[config.mk]
export PLATFORM = sky130hd
export DESIGN_NAME = rtu_frame_receiver_crc16_top
export DESIGN_NICKNAME = d
export VERILOG_FILES = /design/src/design/rfr_pkg.sv /design/src/design/rfr_queue.sv /design/src/design/rfr_back.sv /design/src/design/rtu_frame_receiver_crc16_top.sv
export SDC_FILE = /design/constraint.sdc
export NUM_CORES = 1
export LEC_CHECK = 0
export BUFFER_PORTS_ARGS = -buffer_cell sky130_fd_sc_hd__buf_2
export CAP_MARGIN = 15
export CORE_UTILIZATION = 60
export CTS_CLUSTER_SIZE = 25
export DETAILED_ROUTE_END_ITERATION = 8
export GPL_TIMING_DRIVEN = 0
export PLACE_DENSITY = 0.85
export SYNTH_ARGS = -nofsm -noshare
export SYNTH_HDL_FRONTEND = slang
export SYNTH_HIERARCHICAL = 1
export SYNTH_SLANG_ARGS = --single-unit
[constraint.sdc]
create_clock -name clock -period 13 [get_ports clock]
set_clock_uncertainty 0.15 [all_clocks]
set_input_delay 1.95 -clock clock [delete_from_list [all_inputs] [get_ports clock]]
set_output_delay 1.95 -clock clock [all_outputs]
set_load 0.05 [all_outputs]
[src/design/rfr_pkg.sv]
// Shared types, constants and the CRC byte update for the RTU frame receiver.
package rfr_pkg;

   localparam logic [15:0] CrcInit   = 16'hFFFF;
   localparam logic [15:0] CrcPoly   = 16'hA001;  // 0x8005 reflected
   localparam logic [8:0]  FixedLen  = 9'd8;
   localparam logic [8:0]  MultiBase = 9'd9;
   localparam logic [7:0]  FuncMulti = 8'd16;
   localparam logic [8:0]  PosFunc   = 9'd1;
   localparam logic [8:0]  PosLen    = 9'd6;
   localparam logic [8:0]  PosCrc    = 9'd2;

   typedef enum logic [1:0] {
      KIND_BYTE     = 2'd0,
      KIND_FINAL    = 2'd1,
      KIND_PARTIAL  = 2'd2,
      KIND_OVERSIZE = 2'd3
   } kind_type;

   typedef enum logic {
      EVT_BYTE    = 1'b0,
      EVT_TIMEOUT = 1'b1
   } event_type;

   typedef struct packed {
      event_type  evt;
      logic [7:0] rx_byte;
   } item_type;

   typedef struct packed {
      kind_type   kind;
      logic [7:0] frame_byte;
      logic [8:0] position;
      logic       last;
      logic       crc_ok;
      logic [8:0] dropped_count;
   } result_type;

   // handshake between the item queue, the frame engine and the result queue
   typedef struct packed {
      logic in_valid;
      logic out_full;
   } back_ctl_type;

   typedef struct packed {
      logic in_take;
      logic out_push;
   } back_sts_type;

   // CRC-16/MODBUS update by one byte, LSB first
   function automatic logic [15:0] crc_feed(input logic [15:0] crc, input logic [7:0] b);
      logic [15:0] c;
      c = crc ^ {8'h00, b};
      for (int i = 0; i < 8; i++) begin
         if (c[0]) begin
            c = (c >> 1) ^ CrcPoly;
         end else begin
            c = c >> 1;
         end
      end
      return c;
   endfunction

endpackage

[src/design/rfr_queue.sv]
// Small register queue with push/full and pop/empty sides.
module rfr_queue #(
   parameter int WIDTH      = 10,
   parameter int DEPTH_LOG2 = 1
) (
   input  logic             clock,
   input  logic             reset,
   input  logic             push,
   input  logic [WIDTH-1:0] push_data,
   output logic             full,
   input  logic             pop,
   output logic [WIDTH-1:0] pop_data,
   output logic             empty
);
   localparam int Depth = 1 << DEPTH_LOG2;

   logic [WIDTH-1:0]      entry_ff [Depth];
   logic [DEPTH_LOG2-1:0] wr_ptr_ff, wr_ptr_in;
   logic [DEPTH_LOG2-1:0] rd_ptr_ff, rd_ptr_in;
   logic [DEPTH_LOG2:0]   count_ff, count_in;
   logic                  do_push, do_pop;

   assign full     = (count_ff == (DEPTH_LOG2 + 1)'(Depth));
   assign empty    = (count_ff == '0);
   assign do_push  = push && !full;
   assign do_pop   = pop && !empty;
   assign pop_data = entry_ff[rd_ptr_ff];

   always_comb begin
      wr_ptr_in = do_push ? wr_ptr_ff + 1'b1 : wr_ptr_ff;
      rd_ptr_in = do_pop  ? rd_ptr_ff + 1'b1 : rd_ptr_ff;
      count_in  = count_ff;
      if (do_push && !do_pop) begin
         count_in = count_ff + 1'b1;
      end else if (!do_push && do_pop) begin
         count_in = count_ff - 1'b1;
      end
   end

   always_ff @(posedge clock) begin
      if (reset) begin
         wr_ptr_ff <= '0;
         rd_ptr_ff <= '0;
         count_ff  <= '0;
      end else begin
         wr_ptr_ff <= wr_ptr_in;
         rd_ptr_ff <= rd_ptr_in;
         count_ff  <= count_in;
      end
   end

   always_ff @(posedge clock) begin
      if (do_push) begin
         entry_ff[wr_ptr_ff] <= push_data;
      end
   end

endmodule

[src/design/rfr_back.sv]
// Frame engine: position tracking, length decode, CRC check and result build.
module rfr_back #(
   parameter int MAX_FRAME = 256
) (
   input  logic                 clock,
   input  logic                 reset,
   input  rfr_pkg::back_ctl_type ctl,
   input  rfr_pkg::item_type    item,
   output rfr_pkg::back_sts_type sts,
   output rfr_pkg::result_type  result
);
   import rfr_pkg::*;

   localparam logic [8:0] MaxFrameW = 9'(MAX_FRAME);

   logic [8:0]  byte_count_ff, byte_count_in;
   logic [7:0]  func_code_ff, func_code_in;
   logic [8:0]  exp_len_ff, exp_len_in;
   logic [15:0] crc_ff, crc_in;
   logic [15:0] held_ff, held_in;
   logic        fire;
   logic [15:0] crc_next;
   logic [15:0] held_next;
   logic [7:0]  func_next;
   logic [8:0]  exp_next;
   logic [8:0]  cnt_next;
   logic        frame_done;

   assign fire = ctl.in_valid && !ctl.out_full;

   always_comb begin
      crc_next  = (byte_count_ff >= PosCrc) ? crc_feed(crc_ff, held_ff[15:8]) : crc_ff;
      held_next = {held_ff[7:0], item.rx_byte};
      func_next = func_code_ff;
      exp_next  = exp_len_ff;
      if (byte_count_ff == PosFunc) begin
         func_next = item.rx_byte;
         if (item.rx_byte != FuncMulti) begin
            exp_next = FixedLen;
         end
      end else if (byte_count_ff == PosLen && func_code_ff == FuncMulti) begin
         exp_next = MultiBase + {1'b0, item.rx_byte};
      end
      cnt_next   = byte_count_ff + 9'd1;
      frame_done = (exp_next != '0) && (cnt_next >= exp_next);
   end

   always_comb begin
      byte_count_in = byte_count_ff;
      func_code_in  = func_code_ff;
      exp_len_in    = exp_len_ff;
      crc_in        = crc_ff;
      held_in       = held_ff;
      result        = '{kind: KIND_BYTE, frame_byte: item.rx_byte,
                        position: byte_count_ff, last: 1'b0, crc_ok: 1'b0,
                        dropped_count: '0};
      sts.in_take   = fire;
      sts.out_push  = 1'b0;
      if (item.evt == EVT_TIMEOUT) begin
         result = '{kind: KIND_PARTIAL, frame_byte: '0, position: '0, last: 1'b0,
                    crc_ok: 1'b0, dropped_count: byte_count_ff};
         if (fire && byte_count_ff != '0) begin
            sts.out_push  = 1'b1;
            byte_count_in = '0;
            func_code_in  = '0;
            exp_len_in    = '0;
            crc_in        = CrcInit;
            held_in       = '0;
         end
      end else begin
         sts.out_push = fire;
         if (frame_done) begin
            if (exp_next > MaxFrameW) begin
               result = '{kind: KIND_OVERSIZE, frame_byte: '0, position: '0,
                          last: 1'b0, crc_ok: 1'b0, dropped_count: exp_next};
            end else begin
               result.kind   = KIND_FINAL;
               result.last   = 1'b1;
               result.crc_ok = (held_next[15:8] == crc_next[7:0]) &&
                               (item.rx_byte == crc_next[15:8]);
            end
         end
         if (fire) begin
            if (frame_done) begin
               byte_count_in = '0;
               func_code_in  = '0;
               exp_len_in    = '0;
               crc_in        = CrcInit;
               held_in       = '0;
            end else begin
               byte_count_in = cnt_next;
               func_code_in  = func_next;
               exp_len_in    = exp_next;
               crc_in        = crc_next;
               held_in       = held_next;
            end
         end
      end
   end

   always_ff @(posedge clock) begin
      if (reset) begin
         byte_count_ff <= '0;
         func_code_ff  <= '0;
         exp_len_ff    <= '0;
         crc_ff        <= CrcInit;
         held_ff       <= '0;
      end else begin
         byte_count_ff <= byte_count_in;
         func_code_ff  <= func_code_in;
         exp_len_ff    <= exp_len_in;
         crc_ff        <= crc_in;
         held_ff       <= held_in;
      end
   end

endmodule

[src/design/rtu_frame_receiver_crc16_top.sv]
// Top level of the RTU frame receiver: item queue, frame engine, result queue.
// Path: an accepted beat is written to the item queue; the engine takes it once the
//   result queue has room and pushes its result there; the head drives the rsp_ ports.
// Throughput: one beat per cycle when the result queue has room (single-byte CRC step).
// Reset: synchronous, active high; empties both queues and returns the frame state
//   (count, function code, length, CRC 0xFFFF, held bytes) to its idle values.
module rtu_frame_receiver_crc16_top #(
   parameter int MAX_FRAME = 256
) (
   input  logic              clock,
   input  logic              reset,
   // input channel
   input  logic              req_push,
   output logic              req_full,
   input  logic              req_mode,
   input  logic [7:0]        req_rx_byte,
   // result channel
   output logic              rsp_empty,
   input  logic              rsp_pop,
   output rfr_pkg::kind_type rsp_kind,
   output logic [7:0]        rsp_frame_byte,
   output logic [8:0]        rsp_position,
   output logic              rsp_last,
   output logic              rsp_crc_ok,
   output logic [8:0]        rsp_dropped_count
);
   import rfr_pkg::*;

   item_type     req_item;
   item_type     q_item;
   logic         item_empty;
   logic         res_full;
   back_ctl_type back_ctl;
   back_sts_type back_sts;
   result_type   back_result;
   result_type   rsp_result;

   // Front: classify the beat as a byte or a line-silence event.
   assign req_item.evt     = req_mode ? EVT_TIMEOUT : EVT_BYTE;
   assign req_item.rx_byte = req_rx_byte;

   // Short queue between front and frame engine; either side may stall.
   rfr_queue #(
      .WIDTH      ($bits(item_type)),
      .DEPTH_LOG2 (1)
   ) u_item_q (
      .clock     (clock),
      .reset     (reset),
      .push      (req_push),
      .push_data (req_item),
      .full      (req_full),
      .pop       (back_sts.in_take),
      .pop_data  (q_item),
      .empty     (item_empty)
   );

   assign back_ctl.in_valid = !item_empty;
   assign back_ctl.out_full = res_full;

   // Back: frame state and CRC; one item per cycle when the result queue has room.
   rfr_back #(
      .MAX_FRAME (MAX_FRAME)
   ) u_back (
      .clock  (clock),
      .reset  (reset),
      .ctl    (back_ctl),
      .item   (q_item),
      .sts    (back_sts),
      .result (back_result)
   );

   // Result queue: each result waits here until popped; the engine stalls while it is full.
   rfr_queue #(
      .WIDTH      ($bits(result_type)),
      .DEPTH_LOG2 (1)
   ) u_res_q (
      .clock     (clock),
      .reset     (reset),
      .push      (back_sts.out_push),
      .push_data (back_result),
      .full      (res_full),
      .pop       (rsp_pop),
      .pop_data  (rsp_result),
      .empty     (rsp_empty)
   );

   assign rsp_kind          = rsp_result.kind;
   assign rsp_frame_byte    = rsp_result.frame_byte;
   assign rsp_position      = rsp_result.position;
   assign rsp_last          = rsp_result.last;
   assign rsp_crc_ok        = rsp_result.crc_ok;
   assign rsp_dropped_count = rsp_result.dropped_count;

   // last flag marks exactly the final-byte results
   a_last_kind: assert property (@(posedge clock) disable iff (reset)
      !rsp_empty |-> (rsp_last == (rsp_kind == KIND_FINAL)))
      else $error("last flag disagrees with result kind");

   // drop counts appear only on discard results, and then are nonzero
   a_drop_kind: assert property (@(posedge clock) disable iff (reset)
      !rsp_empty |-> ((rsp_dropped_count != '0) ==
                      (rsp_kind == KIND_PARTIAL || rsp_kind == KIND_OVERSIZE)))
      else $error("dropped count on wrong result kind");

   // a byte's position never runs past the largest possible frame
   a_pos_bound: assert property (@(posedge clock) disable iff (reset)
      !rsp_empty |-> (rsp_position <= 9'd263))
      else $error("position out of range");

   // reset leaves no stale result behind
   a_reset_empty: assert property (@(posedge clock)
      reset |=> (rsp_empty && !req_full))
      else $error("queues not empty after reset");

endmodule

==> results.txt <==
Register Area - 0.00370 sq mm
Fin. Hold Viols - 0
Seq/Total Area, Yosys - 51.1%
fin util - 71.4%
cell mode on critical path - a21o_1
Synth Net Count - 696
Yosys top cell by area - edfxtp_1
Die ar. - 0.0125 sq mm
CTS Buf Count - 17
initial antenna violation count - 0
total global routing overflow - 0
Largest stage delay, worst path - 0.80 ns
Vias/cell - 6.26
Worst Path Arrival - 5.76 ns
Core Region - 0.0116 sq mm
endpoints failing setup - 0
Final Cycle Share - 43.5%
TNS Setup - 0 ns
dpl ws - 7.64 ns
Main synth FF type - edfxtp_1
Worst R2R Path Depth - 15
Routed Antenna Nets - 0
Yosys top cell area share - 32.3%
Top Layer Used - met4
share of cells above drive strength 1 - 19.2%
diode count - 0
asr flop ratio synth - 0%
Layout Cells excl Fill - 887
post-synthesis cell count - 666
hold buffers post-CTS - 0
flops & latches, synth - 146
fillers - 799
Post-CTS Setup Bufs - 0
chip height - 112 microns
cts repair resizes - 0
DP HPWL - 11700 microns
CP Class - reg2reg
CTS tree - done
drt total wl - 17100 microns
Port Buf Inserts - 44
routability cong. - 0.917
Critical Path, Cell by Cell - buf_2 > mux2_2 > clkbuf_1 > nor4b_1 > a31oi_1 > o21ai_1 > a22oi_1 > ha_1 > a21o_1 > a2111oi_0 > o21ai_0 > a21o_1 > o41a_1 > nor4_1 > a2bb2oi_1
routed length per instance - 19.3 microns
worst vdd ir - 0.142 mV
met3 wire length - 1400 microns
CTS Root Cell - clkbuf_16
Synth cell types - 63
DRC - 7
Commonest cells post-synth - 78 x edfxtp_1, 68 x dfxtp_1, 44 x nand2_1, 42 x nor2_1, 40 x mux2_2
Top Ports - 45
met2 WL - 8220 microns
Design Area, Final - 0.00830 sq mm
row count - 39
Avg Inst Size Synth - 10.9 sq um
drt initial violations - 604
Final WS setup - 7.35 ns
H-tree depth - 4
max cap viols - 0
EDFF count, synth - 78
Clock Path Buffers - 2
Placed Area - 0.00767 sq mm
CTS sink count - 146
Tightest Pin Transition - 1.03 ns
warnings from Yosys - 6
crit path launch type - flip-flop
vias in the first global route - 5492
Pwr Total - 1.83 mW
Placed Cells - 854
status - finished, violations left
top post-synthesis cells by area - edfxtp_1 32%, dfxtp_1 19%, mux2_2 6.2%, xnor2_1 4.1%, ha_1 2.9%
die width - 112 microns
DR vias - 5551
Crit. End Element - flip-flop
f_max - 177 MHz
Total Routing Usage GR - 29.1%
first drt pass iteration count - 7
pin count of the biggest net entering global routing - 31
slew margin rel. - 30.9%
initial core utilization - 62.4%
unrepaired setup endpoints after global routing - no
Final Net Count - 761
top-count cell post-synth - edfxtp_1
worst hold stages - 2
area occupied by multi-input gates - 0.00325 sq mm
Crit path required time - 13.11 ns
M1 WL - 6930 microns
clk slew on worst S/H paths - 0.06 ns
clk_lat worst skew - 0.42 ns
Final min period - 5.65 ns
final count of pins violating max slew - 0
peak fanout along the critical path - 9
hold slack - 0.316 ns
Hold WC Path Type - reg2reg
failing checks - DRC
Post-Syn Area - 0.00725 sq mm
PwrDens - 220 mW/mm^2
first-pass GRT wire length - 27700 microns
Area Growth Syn to Fin - 14.4%
leak pwr - 3.02 nW
slowest stage cell on the critical path - nor4_1
-- per-layer routing --
| metal | vias up | global-route usage (%) |
|---|---|---|
| li1 | 2577 | - |
| met1 | 2653 | 36.4 |
| met2 | 264 | 47.1 |
| met3 | 57 | 7.35 |
| met4 | 0 | 14.5 |
| met5 | - | 0 |
-- worst paths after layout --
| kind | from | endpoint | slack (ns) |
|---|---|---|---|
| setup / recovery | flip-flop | u_back/crc_ff[0] | 7.35 |
| hold / removal | u_back/held_ff[10] | u_back/held_ff[10] | 0.32 |
| setup reg to reg | flip-flop | u_back/crc_ff[0] | 7.35 |
| hold reg to reg | u_back/held_ff[10] | u_back/held_ff[10] | 0.32 |
-- cells in the final DEF (no fill, tap or decap), drive strengths merged, types with 6 or more instances in the layout --
cell type and instances:
a22oi 9, nand3 34, mux2 40, a32o 8, a31oi 11, ha 17
inv 21, nand2b 6, o22a 8, o31ai 7, clkbuf 53, buf 64
dfxtp 68, xor2 23, nand2 44, xnor2 34, or4 6, o21ai 20
nor4 10, or3 10, edfxtp 78, nor2 42, mux2i 10, and2 20
a21oi 39
-- registers in the layout, summed over array words and instances, names as in the netlist, named ones only --
signal / count
u_res_q/entry_ff: 60
u_back/crc_ff: 16
u_res_q/rd_ptr_ff: 1
u_back/byte_count_ff: 9
u_item_q/rd_ptr_ff: 1
u_item_q/wr_ptr_ff: 1
u_item_q/count_ff: 2
u_res_q/count_ff: 2
u_back/exp_len_ff: 9
u_back/held_ff: 16
u_item_q/entry_ff: 18
u_back/func_code_ff: 8
u_res_q/wr_ptr_ff: 1
-- critical path: cells and delay by family, from the launching register on --
kind | cells | cell delay [ns]
buffers and inverters | 2 | 0.55
muxes | 1 | 0.36
AOI/OAI and AO/OA | 9 | 2.29
and+or+nand+nor | 2 | 1.46
DFF | 1 | 0.31
adders and majority gates | 1 | 0.37
-- area by class of cell --
type | instances | share of cell area [%]
Buffer | 46 | 2.78
Tap cell | 143 | 2.16
Inverter | 19 | 0.860
Clock inverter | 7 | 1.15
Timing Repair Buffer | 46 | 3.17
Multi-Input combinational cell | 455 | 39.1
Sequential cell | 146 | 44.6
Clock buffer | 25 | 6.11
-- report_power, final --
part / leakage (nW) / internal (mW) / switching [mW]
combinational: 1.45 / 0.220 / 0.515
clock: 0.293 / 0.310 / 0.180
sequential: 1.28 / 0.571 / 0.0300
-- kinds of logic (layout without fill, tap and decap cells) --
family	after synthesis	count (layout)	share of synthesized area, %
xor gates and xnor gates	58	58	7.19
muxes	50	50	7.59
buffers and inverters	65	143	4.16
and+or+nand+nor	199	199	14.7
AOI/OAI and AO/OA	130	130	12.2
DFF	146	146	51.1
adders and majority gates	18	18	3.07
Power figures use the tool's default switching activity.
